==> src/rtl/core/mtrd_pkg.sv <==
package mtrd_pkg;

    localparam int POS_W       = 17;
    localparam int WORD_IDX_W  = 7;
    localparam int FIFO_DEPTH  = 4;
    localparam int FIFO_AW     = $clog2(FIFO_DEPTH);
    localparam int FIFO_CNT_W  = $clog2(FIFO_DEPTH + 1);

    // Byte positions within a frame.
    localparam logic [POS_W-1:0] POS_TID_HI   = POS_W'(0);
    localparam logic [POS_W-1:0] POS_TID_LO   = POS_W'(1);
    localparam logic [POS_W-1:0] POS_LEN_HI   = POS_W'(4);
    localparam logic [POS_W-1:0] POS_LEN_LO   = POS_W'(5);
    localparam logic [POS_W-1:0] POS_UNIT     = POS_W'(6);
    localparam logic [POS_W-1:0] POS_FUNC     = POS_W'(7);
    localparam logic [POS_W-1:0] POS_BYTE8    = POS_W'(8);
    localparam logic [POS_W-1:0] POS_DATA     = POS_W'(9);

    localparam logic [POS_W-1:0] HDR_BYTES      = POS_W'(6);
    localparam logic [POS_W-1:0] MIN_FRAME      = POS_W'(8);
    localparam logic [POS_W-1:0] EXC_CODE_FRAME = POS_W'(9);
    localparam int               FUNC_EXC_BIT   = 7;

    localparam logic KIND_WORD    = 1'b0;
    localparam logic KIND_SUMMARY = 1'b1;

    typedef enum logic [1:0] {
        ST_OK        = 2'd0,
        ST_EXCEPTION = 2'd1,
        ST_TOO_SHORT = 2'd2
    } t_status;

    typedef struct packed {
        logic                  kind;
        logic [15:0]           trans_id;
        logic [7:0]            unit_id;
        logic [7:0]            func_code;
        t_status               frame_status;
        logic [7:0]            exc_code;
        logic [15:0]           frame_length;
        logic [15:0]           register_value;
        logic [WORD_IDX_W-1:0] word_index;
        logic                  last;
    } t_result;

    // Results caused by one accepted byte, packed from the first slot.
    typedef struct packed {
        logic [1:0] count;
        t_result    first;
        t_result    second;
    } t_emit;

endpackage

==> src/rtl/core/mtrd_parser.sv <==
module mtrd_parser (
    input  logic           i_clk,
    input  logic           i_rst_n,
    input  logic           i_accept,
    input  logic [7:0]     i_data_byte,
    output mtrd_pkg::t_emit o_emit
);
    import mtrd_pkg::*;

    logic [POS_W-1:0]      r_pos, n_pos;
    logic [15:0]           r_trans, n_trans;
    logic [15:0]           r_len, n_len;
    logic [7:0]            r_unit, n_unit;
    logic [7:0]            r_func, n_func;
    logic [7:0]            r_byte8, n_byte8;
    logic [7:0]            r_high, n_high;
    logic [WORD_IDX_W-1:0] r_wc, n_wc;

    logic [POS_W-1:0] total;
    logic             frame_end;
    logic             word_valid;
    t_result          word_res;
    t_result          sum_res;

    always_comb begin
        n_trans = r_trans;
        n_len   = r_len;
        n_unit  = r_unit;
        n_func  = r_func;
        n_byte8 = r_byte8;
        n_high  = r_high;
        n_wc    = r_wc;
        case (r_pos)
            POS_TID_HI: n_trans = {i_data_byte, 8'h00};
            POS_TID_LO: n_trans = {r_trans[15:8], i_data_byte};
            POS_LEN_HI: n_len   = {i_data_byte, 8'h00};
            POS_LEN_LO: n_len   = {r_len[15:8], i_data_byte};
            POS_UNIT:   n_unit  = i_data_byte;
            POS_FUNC:   n_func  = i_data_byte;
            POS_BYTE8:  n_byte8 = i_data_byte;
            default: ;
        endcase

        total     = HDR_BYTES + POS_W'(n_len);
        n_pos     = r_pos + POS_W'(1);
        frame_end = (r_pos >= POS_LEN_LO) && (n_pos >= total);

        // Data bytes pair up as odd/even positions; the even byte completes a word.
        word_valid = 1'b0;
        if ((r_pos >= POS_DATA) && !r_func[FUNC_EXC_BIT]) begin
            if (r_pos[0]) begin
                n_high = i_data_byte;
            end else begin
                word_valid = ({r_wc, 1'b0} < r_byte8);
                n_wc       = r_wc + WORD_IDX_W'(1);
            end
        end

        word_res.kind           = KIND_WORD;
        word_res.trans_id       = n_trans;
        word_res.unit_id        = n_unit;
        word_res.func_code      = n_func;
        word_res.frame_status   = ST_OK;
        word_res.exc_code       = 8'h00;
        word_res.frame_length   = n_len;
        word_res.register_value = {r_high, i_data_byte};
        word_res.word_index     = r_wc;
        word_res.last           = 1'b0;

        sum_res                 = word_res;
        sum_res.kind            = KIND_SUMMARY;
        sum_res.register_value  = 16'h0000;
        sum_res.word_index      = '0;
        sum_res.last            = 1'b1;
        if (total < MIN_FRAME) begin
            sum_res.frame_status = ST_TOO_SHORT;
            sum_res.func_code    = 8'h00;
        end else if (n_func[FUNC_EXC_BIT]) begin
            sum_res.frame_status = ST_EXCEPTION;
            sum_res.exc_code     = (total >= EXC_CODE_FRAME) ? n_byte8 : 8'h00;
        end else begin
            sum_res.frame_status = ST_OK;
        end

        o_emit.second = sum_res;
        if (word_valid) begin
            o_emit.first = word_res;
            o_emit.count = frame_end ? 2'd2 : 2'd1;
        end else begin
            o_emit.first = sum_res;
            o_emit.count = frame_end ? 2'd1 : 2'd0;
        end
        if (!i_accept) begin
            o_emit.count = 2'd0;
        end
    end

    always_ff @(posedge i_clk) begin
        if (!i_rst_n || (i_accept && frame_end)) begin
            r_pos   <= '0;
            r_trans <= '0;
            r_len   <= '0;
            r_unit  <= '0;
            r_func  <= '0;
            r_byte8 <= '0;
            r_high  <= '0;
            r_wc    <= '0;
        end else if (i_accept) begin
            r_pos   <= n_pos;
            r_trans <= n_trans;
            r_len   <= n_len;
            r_unit  <= n_unit;
            r_func  <= n_func;
            r_byte8 <= n_byte8;
            r_high  <= n_high;
            r_wc    <= n_wc;
        end
    end

endmodule

==> src/rtl/core/mtrd_result_fifo.sv <==
module mtrd_result_fifo (
    input  logic              i_clk,
    input  logic              i_rst_n,
    input  mtrd_pkg::t_emit   i_emit,
    output logic              o_room,
    output logic              o_valid,
    input  logic              i_ready,
    output mtrd_pkg::t_result o_result
);
    import mtrd_pkg::*;

    t_result               r_mem [FIFO_DEPTH];
    logic [FIFO_AW-1:0]    r_wr_ptr, n_wr_ptr;
    logic [FIFO_AW-1:0]    r_rd_ptr, n_rd_ptr;
    logic [FIFO_CNT_W-1:0] r_count, n_count;
    logic                  pop;
    logic [FIFO_AW-1:0]    wr_ptr_second;

    assign o_valid       = (r_count != '0);
    assign o_result      = r_mem[r_rd_ptr];
    // Two free slots are kept so a frame end with a final word never overflows.
    assign o_room        = (r_count <= FIFO_CNT_W'(FIFO_DEPTH - 2));
    assign pop           = o_valid && i_ready;
    assign wr_ptr_second = r_wr_ptr + FIFO_AW'(1);

    always_comb begin
        n_wr_ptr = r_wr_ptr + FIFO_AW'(i_emit.count);
        n_rd_ptr = pop ? r_rd_ptr + FIFO_AW'(1) : r_rd_ptr;
        n_count  = r_count + FIFO_CNT_W'(i_emit.count) - FIFO_CNT_W'(pop);
    end

    always_ff @(posedge i_clk) begin
        if (!i_rst_n) begin
            r_wr_ptr <= '0;
            r_rd_ptr <= '0;
            r_count  <= '0;
        end else begin
            r_wr_ptr <= n_wr_ptr;
            r_rd_ptr <= n_rd_ptr;
            r_count  <= n_count;
        end
    end

    always_ff @(posedge i_clk) begin
        if (i_emit.count != 2'd0) begin
            r_mem[r_wr_ptr] <= i_emit.first;
        end
        if (i_emit.count == 2'd2) begin
            r_mem[wr_ptr_second] <= i_emit.second;
        end
    end

endmodule

==> src/rtl/core/modbus_tcp_response_deframer_core.sv <==
// Modbus TCP response deframer. Bytes of the response stream enter one per beat on
// the input channel, and frames are parsed back to back with no gap between them.
// Each result is registered in the result queue before output. The input takes one
// byte every cycle; the output delivers one result per beat from a four-entry result
// queue, and the input stalls only while that queue has fewer than two free entries.
// A frame end that also completes a register word writes two results into the queue
// at once (word first, then summary), so sustained input rate stays at one byte per
// cycle as long as the output is taken at least as fast as results are produced.
module modbus_tcp_response_deframer_core (
    input  logic                             i_clk,
    input  logic                             i_rst_n,
    input  logic                             i_valid,
    output logic                             o_ready,
    input  logic [7:0]                       i_data_byte,
    output logic                             o_valid,
    input  logic                             i_ready,
    output logic                             o_kind,
    output logic [15:0]                      o_transaction_id,
    output logic [7:0]                       o_unit_id,
    output logic [7:0]                       o_function_code,
    output logic [1:0]                       o_frame_status,
    output logic [7:0]                       o_exception_code,
    output logic [15:0]                      o_frame_length,
    output logic [15:0]                      o_register_value,
    output logic [mtrd_pkg::WORD_IDX_W-1:0]  o_word_index,
    output logic                             o_last
);
    import mtrd_pkg::*;

    t_emit   emit;
    t_result result;
    logic    room;

    assign o_ready = room;

    mtrd_parser u_parser (
        .i_clk       (i_clk),
        .i_rst_n     (i_rst_n),
        .i_accept    (i_valid && room),
        .i_data_byte (i_data_byte),
        .o_emit      (emit)
    );

    mtrd_result_fifo u_fifo (
        .i_clk    (i_clk),
        .i_rst_n  (i_rst_n),
        .i_emit   (emit),
        .o_room   (room),
        .o_valid  (o_valid),
        .i_ready  (i_ready),
        .o_result (result)
    );

    assign o_kind           = result.kind;
    assign o_transaction_id = result.trans_id;
    assign o_unit_id        = result.unit_id;
    assign o_function_code  = result.func_code;
    assign o_frame_status   = result.frame_status;
    assign o_exception_code = result.exc_code;
    assign o_frame_length   = result.frame_length;
    assign o_register_value = result.register_value;
    assign o_word_index     = result.word_index;
    assign o_last           = result.last;

endmodule

==> config.mk <==
export PLATFORM = sky130hd
export DESIGN_NAME = modbus_tcp_response_deframer_core
export DESIGN_NICKNAME = d
export VERILOG_FILES = /design/src/rtl/core/mtrd_pkg.sv /design/src/rtl/core/mtrd_parser.sv /design/src/rtl/core/mtrd_result_fifo.sv /design/src/rtl/core/modbus_tcp_response_deframer_core.sv
export SDC_FILE = /design/constraint.sdc
export NUM_CORES = 1
export LEC_CHECK = 0
export ABC_AREA = 1
export BUFFER_PORTS_ARGS = -buffer_cell sky130_fd_sc_hd__clkbuf_2
export CORE_ASPECT_RATIO = 1.2
export CORE_MARGIN = 5
export CORE_UTILIZATION = 47
export CTS_CLUSTER_SIZE = 24
export DETAILED_ROUTE_END_ITERATION = 6
export PLACE_DENSITY = 0.61
export RECOVER_POWER = 25
export SETUP_SLACK_MARGIN = 0.5
export SLEW_MARGIN = 0
export SYNTH_ARGS = -nofsm -noshare
export SYNTH_HDL_FRONTEND = slang
export SYNTH_HIERARCHICAL = 1
export SYNTH_SLANG_ARGS = --single-unit
==> constraint.sdc <==
create_clock -name i_clk -period 29.8 [get_ports i_clk]
set_clock_uncertainty 0.2 [all_clocks]
set_input_delay 5.96 -clock i_clk [delete_from_list [all_inputs] [get_ports i_clk]]
set_output_delay 5.96 -clock i_clk [all_outputs]
set_load 0.1 [all_outputs]
==> reports/summary.txt <==
Clock insertion delay at the later pin of the skew report - 0.58 ns
Routed via count divided by cell count - 5.507
Fraction of the yosys area taken by sequential cells - 51.88%
Critical-path maximum fanout - 86
Worst slew margin relative to its limit - -154.2%
Fraction of registers with async set/reset - 0%
Data arrival at the endpoint of the critical path - 9.81 ns
Total gr overflow - 0
Final core area utilization - 50.93%
Fillcell total - 4,620
Area inside the core boundary - 48,230 um2
Final routed wirelength across all metal layers - 62,380 um
Endpoints failing hold - 0
Sequential Area - 11,910 um2
Boundary Pins - 97
Finish-stage setup viols - 0
Post-route clock period utilization - 53.59%
Width of the die - 211.8 um
Number of antenna violations at the first check in global routing - 0
Yosys cell types - 46
Final-stage net count - 2,685
N_diodes - 0
1st-iter DRT viols - 1,323
Total negative slack - 0 ns
Clock buffers created by TritonCTS - 46
Most instantiated flip-flop cell in the synthesis netlist - sky130_fd_sc_hd__edfxtp_1
Number of clock sinks seen by CTS - 429
Worst Path Required - 23.64 ns
RSZ-0062 raised after global routing - no
Wire length of the first global-routing pass - 97,280 um
Initial Utilization - 47.61%
Total of hold buffers inserted after clock tree synthesis - 0
Vias in the first global route - 17,600
Number of cells on the worst hold path - 2
Post-synthesis instance total - 2,677
Flip-flop and latch count after synthesis - 429
Number of rows created at floorplan - 88
Fraction of final layout cells with drive strength greater than 1 - 8.006%
PwrDens - 108.4 nW/um2
Leak - 8.622 nW
Chip height - 252.1 um
Routability Congestion - 0.8614
Total chip power - 0.002662 W
Standard cell with the maximum stage delay on the critical path - sky130_fd_sc_hd__clkinvlp_2
Total global routing track utilization - 23.01%
Warnings, synthesis - 6
Class of the worst hold path - reg -> reg
Post-DR wirelength/cell - 18.89 um
Run status - complete, but fails checks
Clock Pin Slew Worst Setup and Hold Paths - 0.06 ns
Count of flip-flops with a built-in enable after synthesis - 332
Setup CP Type - reg -> out
Placed wire-length estimate after detailed placement - 36,650 um
Synth Area per Inst - 8.576 um2
Final-report max-slew violation count - 476
Failing checks - max-capacitance violations, max-slew violations
Post-CTS Setup Bufs - 0
Worst Setup Start Kind - register
Final standard cell area without fillers - 24,560 um2
Count of instances resized after the clock tree is built - 0
Worst supply voltage drop on vdd - 0.08166 mV
Dominant delay contributor by cell family on the critical path - buffers and inverters
Worst-case reg-to-reg path depth - 27
Area of the multi-input gates - 8936 um2
Min Tclk post-route - 15.97 ns
Number of design rule violations left after detail routing - 0
Clock Tree Root - sky130_fd_sc_hd__clkbuf_16
Post-synthesis cell area - 22,960 um2
Maximum number of pins on one net before global-route repair - 93
Dpl cell area - 23,230 um2
Area Growth Syn to Fin - 6.987%
Drt first pass iters - 6
Area enclosed by the die boundary - 53,390 um2
Largest stage delay, worst path - 3.56 ns
H-Tree Level Count - 2
Worst path cell trace - clkinvlp_2, clkbuf_1, o21ai_0, o22ai_1, clkbuf_2
Sort of element at the end of the critical path - output port
Max cap viols - 8
Maximum clock frequency - 62.62 MHz
Clock tree from TritonCTS - done
Vias - 18,190
Number of buffers and inverters on the critical path - 3
Antenna-violating nets left - 0
IO buf count - 96
Slew at the pin with the worst max-slew slack - 3.813 ns
Cell depth of the worst setup path - 5
Largest buffer count on any clock path - 3
[area by class of cell]
cell class	instances	area share [%]
repair buffers	115	2.226
clock buffers	73	5.563
inverters	239	3.668
well taps	630	3.209
clock inverters	12	0.4534
multi-input cells	1805	36.38
flip-flops and latches	429	48.50
[cells in the final DEF (no fill, tap or decap), types with 4 or more instances in the layout]
cell                        count
sky130_fd_sc_hd__nand2_4        9
sky130_fd_sc_hd__nor2_2        15
sky130_fd_sc_hd__nor2_8         4
sky130_fd_sc_hd__edfxtp_1     332
sky130_fd_sc_hd__o21ai_1      252
sky130_fd_sc_hd__nor2_4         6
sky130_fd_sc_hd__clkbuf_16     49
sky130_fd_sc_hd__ha_1          36
sky130_fd_sc_hd__buf_4         14
sky130_fd_sc_hd__nand3_2       11
sky130_fd_sc_hd__o21ai_0      271
sky130_fd_sc_hd__dfxtp_1       96
sky130_fd_sc_hd__nor3_1         8
sky130_fd_sc_hd__inv_2         10
sky130_fd_sc_hd__nor4_1         5
sky130_fd_sc_hd__o22ai_1       99
sky130_fd_sc_hd__nand2_2       17
sky130_fd_sc_hd__xor2_1        10
sky130_fd_sc_hd__clkbuf_1      70
sky130_fd_sc_hd__clkbuf_8       5
sky130_fd_sc_hd__conb_1        25
sky130_fd_sc_hd__clkinv_2       8
sky130_fd_sc_hd__a21oi_1       63
sky130_fd_sc_hd__nand3_1       41
sky130_fd_sc_hd__clkbuf_2      50
sky130_fd_sc_hd__inv_1        227
sky130_fd_sc_hd__nand2_1      503
sky130_fd_sc_hd__nor2_1       340
sky130_fd_sc_hd__a211oi_1      49
sky130_fd_sc_hd__nand4_1       12
[tightest hold or removal path, cell delays in order (launching register included)]
cell                      delay, ns
sky130_fd_sc_hd__dfxtp_1       0.31
sky130_fd_sc_hd__nand2_1       0.06
sky130_fd_sc_hd__a21oi_1       0.05
[per-layer routing]
layer / up-vias / share of wire (%) / GRT usage [%] / wire (um)
met5: - / 0 / 0 / 0
met4: 0 / 3.5 / 8.524 / 2206
met3: 125 / 5.1 / 3.402 / 3174
met2: 460 / 50 / 40.96 / 31390
met1: 8681 / 41 / 28.29 / 25610
li1: 8925 / - / - / -
[worst paths after layout]
kind	startpoint	endpoint	slack, ns
worst max-delay path	register	o_word_index[0]	13.83
worst min-delay path	u_parser/r_unit[1]$_SDFFE_PP0P_	u_parser/r_unit[1]$_SDFFE_PP0P_	0.26
worst max register to register	u_parser/r_pos[0]$_SDFFE_PP0P_	u_parser/r_wc[5]$_SDFFE_PP0P_	20.71
worst min register to register	u_parser/r_unit[1]$_SDFFE_PP0P_	u_parser/r_unit[1]$_SDFFE_PP0P_	0.26
[cell usage after synthesis, drive strengths merged (3+ instances only)]
cell type,count,area share (%)
nand2,532,9.2
o21ai,523,11
nor2,365,6.7
edfxtp,332,43
inv,238,3.9
buf,158,4.7
o22ai,99,2.7
dfxtp,97,8.5
clkbuf,69,1.1
a21oi,63,1.4
nand3,55,1.6
a211oi,49,1.6
ha,36,2.0
nand4,12,0.33
xor2,10,0.38
nor3,8,0.17
nor4,5,0.14
nor3b,3,0.098
[registers in the layout (all words and copies together), names as in the netlist, named ones only]
register	cells
u_fifo/r_mem	332
u_parser/r_pos	17
u_parser/r_len	16
u_parser/r_trans	16
u_parser/r_byte8	8
u_parser/r_func	8
u_parser/r_high	8
u_parser/r_unit	8
u_parser/r_wc	7
u_fifo/r_count	3
u_fifo/r_rd_ptr	2
u_fifo/r_wr_ptr	2
[metrics by stage]
stage	setup WS, ns	std cells	hold slack (ns)
5_1_grt	12.84	3303	0.2744
6_report	13.83	3303	0.2595
3_3_place_gp	18.37	3218	0.2483
4_1_cts	18.94	3303	0.2643
3_5_place_dp	18.34	3218	0.2538
2_1_floorplan	14.47	2700	0.2371
[power breakdown]
group	total, W	leakage [nW]	switching (W)	internal (W)
Clock	0.000565	0.723	0.000234	0.000331
Combinational	0.00126	4.06	0.00104	0.000226
Sequential	0.000837	3.84	0.0000417	0.000795
[kinds of logic after synthesis]
group	after synthesis	synth area share (%)
AOI/OAI and AO/OA	745	17.46
xor gates and xnor gates	12	0.4905
adders and majority gates	37	2.049
buffers and inverters	466	9.723
DFF	429	51.88
other	2	0.03271
and+or+nand+nor	986	18.36
No activity file was read; power rests on OpenSTA's default activity.
